[src/rpa_pkg.sv]
`timescale 1ns / 1ps

package rpa_pkg;

	localparam logic [2:0] ACT_COMPL = 3'd0;
	localparam logic [2:0] ACT_BLEND = 3'd1;
	localparam logic [2:0] ACT_ADD   = 3'd2;
	localparam logic [2:0] ACT_SUB   = 3'd3;
	localparam logic [2:0] ACT_MUL   = 3'd4;
	localparam logic [2:0] ACT_DIV   = 3'd5;

	localparam logic [7:0] CH_MAX    = 8'd255;
	localparam logic [6:0] OP_MAX    = 7'd100;
	localparam logic [7:0] OP_MOD    = 8'd101;
	// floor(2^16 / 101); quotient estimate is exact or one low for products up to 10000
	localparam logic [9:0] MOD_RECIP = 10'd648;

	typedef struct packed {
		logic [2:0] action;
		logic [7:0] a_red;
		logic [7:0] a_green;
		logic [7:0] a_blue;
		logic [6:0] a_alpha;
		logic [7:0] b_red;
		logic [7:0] b_green;
		logic [7:0] b_blue;
		logic [6:0] b_alpha;
		logic       b_has_alpha;
	} req_t;

	typedef struct packed {
		logic [7:0] out_red;
		logic [7:0] out_green;
		logic [7:0] out_blue;
		logic [6:0] out_alpha;
		logic       status;
	} rsp_t;

	// one lane of the restoring divider: num shifts out dividend bits, shifts in quotient bits
	typedef struct packed {
		logic [7:0] num;
		logic [7:0] rem;
		logic [7:0] den;
	} div_lane_t;

endpackage

[src/rgba_pixel_alu_core.sv]
// Throughput: one request per cycle while rsp_ready does not stall the pipeline;
// the 8-bit quotients come from a restoring divider that retires two quotient
// bits per stage over four stages.
// Each stage holds its item while stalled and fills bubbles independently.
// Reset (arst_n low, asynchronous) clears all stage valid bits; data is not reset.
`timescale 1ns / 1ps

module rgba_pixel_alu_core (
	input  logic          clk,
	input  logic          arst_n,
	input  logic          req_valid,
	output logic          req_ready,
	input  rpa_pkg::req_t req,
	output logic          rsp_valid,
	input  logic          rsp_ready,
	output rpa_pkg::rsp_t rsp
);
	import rpa_pkg::*;

	localparam int NLANE = 4;

	function automatic div_lane_t div_step(input div_lane_t l);
		logic [8:0] tmp;
		div_lane_t  o;
		tmp   = {l.rem, l.num[7]};
		o.den = l.den;
		if (tmp >= {1'b0, l.den}) begin
			o.rem = 8'(tmp - {1'b0, l.den});
			o.num = {l.num[6:0], 1'b1};
		end else begin
			o.rem = tmp[7:0];
			o.num = {l.num[6:0], 1'b0};
		end
		return o;
	endfunction

	// stage valids and per-stage ready
	logic v_s1, v_s2, v_s3, v_s4, v_s5, v_s6;
	logic rdy_s1, rdy_s2, rdy_s3, rdy_s4, rdy_s5, rdy_s6;

	assign rdy_s6 = !v_s6 || rsp_ready;
	assign rdy_s5 = !v_s5 || rdy_s6;
	assign rdy_s4 = !v_s4 || rdy_s5;
	assign rdy_s3 = !v_s3 || rdy_s4;
	assign rdy_s2 = !v_s2 || rdy_s3;
	assign rdy_s1 = !v_s1 || rdy_s2;
	assign req_ready = rdy_s1;

	always_ff @(posedge clk or negedge arst_n) begin
		if (!arst_n) begin
			v_s1 <= 1'b0;
			v_s2 <= 1'b0;
			v_s3 <= 1'b0;
			v_s4 <= 1'b0;
			v_s5 <= 1'b0;
			v_s6 <= 1'b0;
		end else begin
			if (rdy_s1) v_s1 <= req_valid;
			if (rdy_s2) v_s2 <= v_s1;
			if (rdy_s3) v_s3 <= v_s2;
			if (rdy_s4) v_s4 <= v_s3;
			if (rdy_s5) v_s5 <= v_s4;
			if (rdy_s6) v_s6 <= v_s5;
		end
	end

	// stage 1 front end: saturate opacity, direct results, products, divider setup
	logic [2:0][7:0] a_ch, b_ch, early_ch_d;
	logic [6:0]      ao, bo, early_al_d;
	logic [7:0]      al_sum;
	logic [13:0]     mprod_d;
	logic            err_d;
	div_lane_t       lanes_d [NLANE];

	always_comb begin
		logic [8:0]  sum9;
		logic [15:0] prod16;
		a_ch[0] = req.a_red;
		a_ch[1] = req.a_green;
		a_ch[2] = req.a_blue;
		b_ch[0] = req.b_red;
		b_ch[1] = req.b_green;
		b_ch[2] = req.b_blue;
		ao = (req.a_alpha > OP_MAX) ? OP_MAX : req.a_alpha;
		if (req.b_has_alpha)
			bo = (req.b_alpha > OP_MAX) ? OP_MAX : req.b_alpha;
		else
			bo = OP_MAX;
		al_sum  = {1'b0, ao} + {1'b0, bo};
		mprod_d = {7'd0, ao} * {7'd0, bo};
		early_al_d = '0;
		unique case (req.action)
			ACT_COMPL: early_al_d = OP_MAX - ao;
			ACT_BLEND: early_al_d = al_sum[7:1];
			ACT_ADD:   early_al_d = (al_sum >= OP_MOD) ? 7'(al_sum - OP_MOD) : al_sum[6:0];
			ACT_SUB:   early_al_d = (ao > bo) ? ao - bo : 7'd0;
			default:   early_al_d = '0;
		endcase
		for (int i = 0; i < 3; i++) begin
			sum9   = {1'b0, a_ch[i]} + {1'b0, b_ch[i]};
			prod16 = {8'd0, a_ch[i]} * {8'd0, b_ch[i]};
			unique case (req.action)
				ACT_COMPL: early_ch_d[i] = CH_MAX - a_ch[i];
				ACT_BLEND: early_ch_d[i] = sum9[8:1];
				ACT_ADD:   early_ch_d[i] = sum9[8] ? CH_MAX : sum9[7:0];
				ACT_SUB:   early_ch_d[i] = (a_ch[i] > b_ch[i]) ? a_ch[i] - b_ch[i] : 8'd0;
				ACT_MUL:   early_ch_d[i] = (prod16[15:8] != 8'd0) ? CH_MAX : prod16[7:0];
				default:   early_ch_d[i] = '0;
			endcase
			lanes_d[i].num = a_ch[i];
			lanes_d[i].rem = '0;
			lanes_d[i].den = b_ch[i];
		end
		lanes_d[3].num = {1'b0, ao};
		lanes_d[3].rem = '0;
		lanes_d[3].den = {1'b0, bo};
		err_d = (req.action == ACT_DIV) &&
			(req.b_red == 8'd0 || req.b_green == 8'd0 || req.b_blue == 8'd0 || bo == 7'd0);
	end

	// carried payload
	logic [2:0]      act_s1, act_s2, act_s3, act_s4, act_s5;
	logic            err_s1, err_s2, err_s3, err_s4, err_s5;
	logic [2:0][7:0] ech_s1, ech_s2, ech_s3, ech_s4, ech_s5;
	logic [6:0]      eal_s1, eal_s2, eal_s3, eal_s4, eal_s5;
	div_lane_t       lanes_s1 [NLANE];
	div_lane_t       lanes_s2 [NLANE];
	div_lane_t       lanes_s3 [NLANE];
	div_lane_t       lanes_s4 [NLANE];
	div_lane_t       lanes_s5 [NLANE];
	div_lane_t       ln2_d [NLANE];
	div_lane_t       ln3_d [NLANE];
	div_lane_t       ln4_d [NLANE];
	div_lane_t       ln5_d [NLANE];

	// opacity product mod 101: reciprocal estimate, back-multiply, one correction
	logic [13:0] mprod_s1, mprod_s2;
	logic [23:0] mq_full;
	logic [7:0]  mq_s2;
	logic [13:0] mqm, mdiff;
	logic [7:0]  mr_s3;
	logic [6:0]  mmod_d, mmod_s4, mmod_s5;

	assign mq_full = {10'd0, mprod_s1} * {14'd0, MOD_RECIP};
	assign mqm     = {6'd0, mq_s2} * {6'd0, OP_MOD};
	assign mdiff   = mprod_s2 - mqm;
	assign mmod_d  = (mr_s3 >= OP_MOD) ? 7'(mr_s3 - OP_MOD) : mr_s3[6:0];

	always_comb begin
		for (int i = 0; i < NLANE; i++) begin
			ln2_d[i] = div_step(div_step(lanes_s1[i]));
			ln3_d[i] = div_step(div_step(lanes_s2[i]));
			ln4_d[i] = div_step(div_step(lanes_s3[i]));
			ln5_d[i] = div_step(div_step(lanes_s4[i]));
		end
	end

	always_ff @(posedge clk) begin
		if (rdy_s1) begin
			act_s1   <= req.action;
			err_s1   <= err_d;
			ech_s1   <= early_ch_d;
			eal_s1   <= early_al_d;
			mprod_s1 <= mprod_d;
			lanes_s1 <= lanes_d;
		end
		if (rdy_s2) begin
			act_s2   <= act_s1;
			err_s2   <= err_s1;
			ech_s2   <= ech_s1;
			eal_s2   <= eal_s1;
			mprod_s2 <= mprod_s1;
			mq_s2    <= mq_full[23:16];
			lanes_s2 <= ln2_d;
		end
		if (rdy_s3) begin
			act_s3   <= act_s2;
			err_s3   <= err_s2;
			ech_s3   <= ech_s2;
			eal_s3   <= eal_s2;
			mr_s3    <= mdiff[7:0];
			lanes_s3 <= ln3_d;
		end
		if (rdy_s4) begin
			act_s4   <= act_s3;
			err_s4   <= err_s3;
			ech_s4   <= ech_s3;
			eal_s4   <= eal_s3;
			mmod_s4  <= mmod_d;
			lanes_s4 <= ln4_d;
		end
		if (rdy_s5) begin
			act_s5   <= act_s4;
			err_s5   <= err_s4;
			ech_s5   <= ech_s4;
			eal_s5   <= eal_s4;
			mmod_s5  <= mmod_s4;
			lanes_s5 <= ln5_d;
		end
	end

	// result select into the output register
	rsp_t rsp_d, rsp_s6;

	always_comb begin
		rsp_d = '0;
		unique case (act_s5)
			ACT_DIV: begin
				if (err_s5) begin
					rsp_d.status = 1'b1;
				end else begin
					rsp_d.out_red   = lanes_s5[0].num;
					rsp_d.out_green = lanes_s5[1].num;
					rsp_d.out_blue  = lanes_s5[2].num;
					rsp_d.out_alpha = lanes_s5[3].num[6:0];
				end
			end
			ACT_MUL: begin
				rsp_d.out_red   = ech_s5[0];
				rsp_d.out_green = ech_s5[1];
				rsp_d.out_blue  = ech_s5[2];
				rsp_d.out_alpha = mmod_s5;
			end
			default: begin
				rsp_d.out_red   = ech_s5[0];
				rsp_d.out_green = ech_s5[1];
				rsp_d.out_blue  = ech_s5[2];
				rsp_d.out_alpha = eal_s5;
			end
		endcase
	end

	always_ff @(posedge clk) begin
		if (rdy_s6) rsp_s6 <= rsp_d;
	end

	assign rsp_valid = v_s6;
	assign rsp       = rsp_s6;

	a_err_zero: assert property (@(posedge clk) disable iff (!arst_n)
		rsp_valid && rsp.status |-> rsp.out_red == 8'd0 && rsp.out_green == 8'd0 &&
			rsp.out_blue == 8'd0 && rsp.out_alpha == 7'd0)
		else $error("error result carries nonzero color");

	a_alpha_range: assert property (@(posedge clk) disable iff (!arst_n)
		rsp_valid |-> rsp.out_alpha <= OP_MAX)
		else $error("opacity out of range");

	a_mod_range: assert property (@(posedge clk) disable iff (!arst_n)
		v_s4 |-> mmod_s4 <= OP_MAX)
		else $error("mod 101 correction failed");

	a_div_zero: assert property (@(posedge clk) disable iff (!arst_n)
		req_valid && req_ready && req.action == ACT_DIV && req.b_red == 8'd0
		|=> v_s1 && err_s1)
		else $error("zero divisor not flagged");

endmodule

[config.mk]
export PLATFORM = sky130hd
export DESIGN_NAME = rgba_pixel_alu_core
export DESIGN_NICKNAME = d
export VERILOG_FILES = /design/src/rpa_pkg.sv /design/src/rgba_pixel_alu_core.sv
export SDC_FILE = /design/constraint.sdc
export NUM_CORES = 2
export LEC_CHECK = 0
export BUFFER_PORTS_ARGS = -buffer_cell sky130_fd_sc_hd__buf_4
export CAP_MARGIN = 10
export CORE_UTILIZATION = 35
export DETAILED_ROUTE_END_ITERATION = 10
export SYNTH_ARGS = -nofsm -noshare
export SYNTH_HDL_FRONTEND = slang
export SYNTH_SLANG_ARGS = --single-unit
[constraint.sdc]
create_clock -name clk -period 10.6 [get_ports clk]
set_clock_uncertainty 0.1 [all_clocks]
set_input_delay 0.53 -clock clk [delete_from_list [all_inputs] [get_ports clk]]
set_output_delay 0.53 -clock clk [all_outputs]
set_load 0.03 [all_outputs]
==> results summary <==
The power per cell area is 274 nW/um2. The floorplan core area came out at 126,000 um2. The fraction of the cycle the final worst path needs is 51.9%. In the routed design, unresolved DRC markers number 0.

After routing, the total negative slack on setup checks comes to 0 ps. The floorplan step set the die width to 359 um. The slew at the pin with the worst max-slew slack is 1150 ps. The smallest clock period supported by the final layout is computed as 5510 ps.

The met3 track demand over resource in global routing came out at 2.05%. The register bit count reported by yosys is 640. The top flip-flop cell by instance count after synthesis is sky130_fd_sc_hd__edfxtp_1.

Counting along the longest clock path gives a buffer depth of 3. The tool flagged a number of max-cap violations equal to 0. The count of vias placed by the detailed router is 29,000. The net count of the finished layout came out at 4,912. The static leakage came out at 21.6 nW. The post-cts resize count came out at 0. Using the TritonRoute via totals, the vias-per-cell ratio works out to 4.95. The initial antenna violation count came to 4. The post-synthesis instance area is 44,500 um2. The clock share of power came out at 17.2%. Once layout is complete, the utilization of the core stands at 39.3%. The post-placement cell area is 47,200 um2. The floorplan step set the die height to 359 um. The average size of a mapped cell is 11.0 um2. The detailed-placement wirelength estimate is 75,600 um. The peak-usage layer in the global routing report is met2. The detail-routed net length per standard cell is 16.6 um. The logic gate share of total power is 51.3%. The total inserted antenna cells is 0.

Leaving out fill and tap cells, the most frequent cell in the layout is sky130_fd_sc_hd__edfxtp_1. Global routing consumed, on the met1 layer, 21.5% of the routing resources. The Yosys step of the flow raised 0 warnings. The cell sitting at the root of the clock tree is a sky130_fd_sc_hd__clkbuf_16. TritonCTS built the clock tree. After clock tree synthesis, the clock-pin slew on the worst setup and hold paths is 60 ps. The final hold violation count came out at 0. Data on the critical path arrives at its endpoint at 5760 ps. The site row count came out at 130. The flow ran to the end, and the final reports show no timing, DRC or antenna violations.

The clock insertion delay at the later pin of the skew report came out at 630 ps. Setup repair after global routing left no endpoint under its margin. The number of synthesized flops with an enable pin came out at 634. The worst hold path belongs to the class in -> reg. The initial cell density of the core came out at 35.3%. The met2 track utilization from global routing came out at 24.5%.

The switching fraction of total power came out at 37.5%. The category of the critical setup timing path is reg -> reg. The analysis attributes to net switching a power of 5.09 mW. The fraction of the yosys area taken by sequential cells is 43.1%. The clock tree synthesis step divided the H-tree into 3 levels. The total iterations of the first detailed-routing run came out at 5. The worst path required time came out at 10,860 ps.

The hold path startpoint is req[39]. The final-layout worst hold slack came out at 60.4 ps. Relative to the synthesized area, the layout overhead comes to 11.1%. The CTS buffer count is 69. The number of clock sinks is 640. The via count of the first global-routing pass came out at 29,000. The power share of the sequential group is 31.5%. The remaining global-route overflow came out at 0.

The remaining antenna violation count after routing came out at 0. The normalized max-slew margin is 23.6%. The count of final max-slew check failures came out at 0.

The highest fanout seen on the critical path came out at 8. The worst-case vdd ir drop came out at 0.167 mV. The congestion estimate from routability-driven global placement came to 0.850. For this block, the initial DRC count from the detailed router was 1,848. Cells with a size suffix above 1 make up 8.39% of the layout. The total non-filler cell area in the finished layout is 49,400 um2.

In the layout the commonest cells are sky130_fd_sc_hd__edfxtp_1 (634), sky130_fd_sc_hd__inv_1 (553), sky130_fd_sc_hd__ha_1 (507), sky130_fd_sc_hd__nand2_1 (262), sky130_fd_sc_hd__a21oi_1 (224). The total routing resource utilization after global routing is 15.3%. The post-synthesis cell type count came out at 86. The design internal power came out at 8.47 mW. The first element of the critical path is lanes_s3[2].

The number of port buffers came out at 103. The maximum number of pins on one net before global-route repair came out at 89. The fmax came out at 182 MHz. The worst setup path is launched from a register. The startpoint identified for the worst register-to-register timing path is lanes_s3[2]. The worst setup path is captured at a register.

The share of synthesized flip-flops with an asynchronous set or reset came out at 0.938%. The count of final setup violators is 0. The wire length of the first global-routing pass is 156,000 um. For this design the top-level I/O count stands at 104. The die covers 129,000 um2. The overall power is 13.6 mW. The detailed-route wire length is 97,500 um. The synthesized netlist cell count came out at 4,033.
[per-stage QoR]
stage               std cells  setup slack [ps]
detailed placement       5735              4600
floorplan                4034              1320
global placement         5735              4630
CTS                      5858              5010
finish                   5859              5090
global route             5859              4700
[synthesized netlist by cell type (41+ instances only)]
library cell / n / area share, %
sky130_fd_sc_hd__and2_1: 107 / 1.5
sky130_fd_sc_hd__clkbuf_1: 58 / 0.49
sky130_fd_sc_hd__mux2_2: 80 / 2.0
sky130_fd_sc_hd__edfxtp_1: 634 / 43
sky130_fd_sc_hd__a21o_1: 68 / 1.1
sky130_fd_sc_hd__o21ai_0: 198 / 2.2
sky130_fd_sc_hd__mux2i_1: 43 / 0.97
sky130_fd_sc_hd__nor2_1: 217 / 1.8
sky130_fd_sc_hd__inv_1: 554 / 4.7
sky130_fd_sc_hd__xor2_1: 62 / 1.2
sky130_fd_sc_hd__nand4_1: 41 / 0.58
sky130_fd_sc_hd__nand2b_1: 55 / 0.77
sky130_fd_sc_hd__xnor2_1: 145 / 2.9
sky130_fd_sc_hd__nor3_1: 64 / 0.72
sky130_fd_sc_hd__nand2_1: 264 / 2.2
sky130_fd_sc_hd__a21oi_1: 224 / 2.5
sky130_fd_sc_hd__ha_1: 507 / 14
sky130_fd_sc_hd__fa_1: 177 / 8.0
sky130_fd_sc_hd__nor2b_1: 76 / 1.1
[power by group through the flow]
stage	logic (mW)	clock network (mW)	registers [mW]
floorplan	5.54	0	4.23
finish	6.95	2.34	4.27
detailed placement	6.95	0	4.33
global route	7.92	2.50	4.35
global placement	6.84	0	4.31
CTS	7.03	2.41	4.28
[repair_timing]
action / CTS / global route
setup endpoints to repair: 0 / 0
setup buffers: 0 / 0
hold endpoints to repair: 6 / 0
hold buffers: 1 / 0
[routing by layer]
metal  up-vias  wire, um
li1      14500         -
met1     13900     47100
met2       495     43600
met3       118      4210
met4         6      2500
met5         -        33
[area by class of cell]
cell class	instances	area, um2
fill	12100	76500
sequential	640	19200
timing repair buffer	124	931
multi-input combinational	2763	22900
tap	1650	2060
clock inverter	37	379
clock buffer	85	1810
inverter	560	2110
[cell families after synthesis]
group,count (synthesis),share of synthesized area [%]
and+or+nand+nor,963,10.8
AOI/OAI and AO/OA,778,11.2
adders and majority gates,684,22.2
DFF,640,43.1
buffers and inverters,631,5.38
xor gates and xnor gates,207,4.08
muxes,129,3.20
other,1,0.00843
[flip-flops by register name, summed over array words and instances (netlist names), 8 cells and up]
name	count
lanes_s2	94
ech_s4	24
ech_s1	24
lanes_s4	94
mprod_s1	14
ech_s3	24
mq_s2	8
lanes_s3	94
lanes_s5	31
rsp	32
lanes_s1	62
ech_s2	24
mr_s3	8
ech_s5	24
mprod_s2	8
[final timing paths]
kind	end	slack (ps)	depth (start not counted)
worst max-delay path	lanes_s4[10]	5090	19
worst max register to register	lanes_s4[10]	5090	19
max in group asynchronous	v_s3	10080	2
min in group asynchronous	rsp_valid	170	2
worst min register to register	ech_s5[18]	300	0
worst min-delay path	lanes_s1[40]	60	1
[critical path: stages, from the launching register on]
cell and delay (ps):
sky130_fd_sc_hd__edfxtp_1 420, sky130_fd_sc_hd__inv_1 120, sky130_fd_sc_hd__ha_1 280, sky130_fd_sc_hd__nand4_1 130
sky130_fd_sc_hd__o21bai_1 100, sky130_fd_sc_hd__a2111o_1 450, sky130_fd_sc_hd__a31oi_1 200, sky130_fd_sc_hd__o21a_1 250
sky130_fd_sc_hd__clkinv_1 260, sky130_fd_sc_hd__o21ai_0 450, sky130_fd_sc_hd__inv_1 80, sky130_fd_sc_hd__ha_1 290
sky130_fd_sc_hd__nor2b_1 130, sky130_fd_sc_hd__o21ai_0 200, sky130_fd_sc_hd__a21boi_1 130, sky130_fd_sc_hd__o21a_1 200
sky130_fd_sc_hd__o41ai_1 420, sky130_fd_sc_hd__o211a_1 230, sky130_fd_sc_hd__nor3b_4 410, sky130_fd_sc_hd__mux2_2 390
No activity file was read; power rests on OpenSTA's default activity.
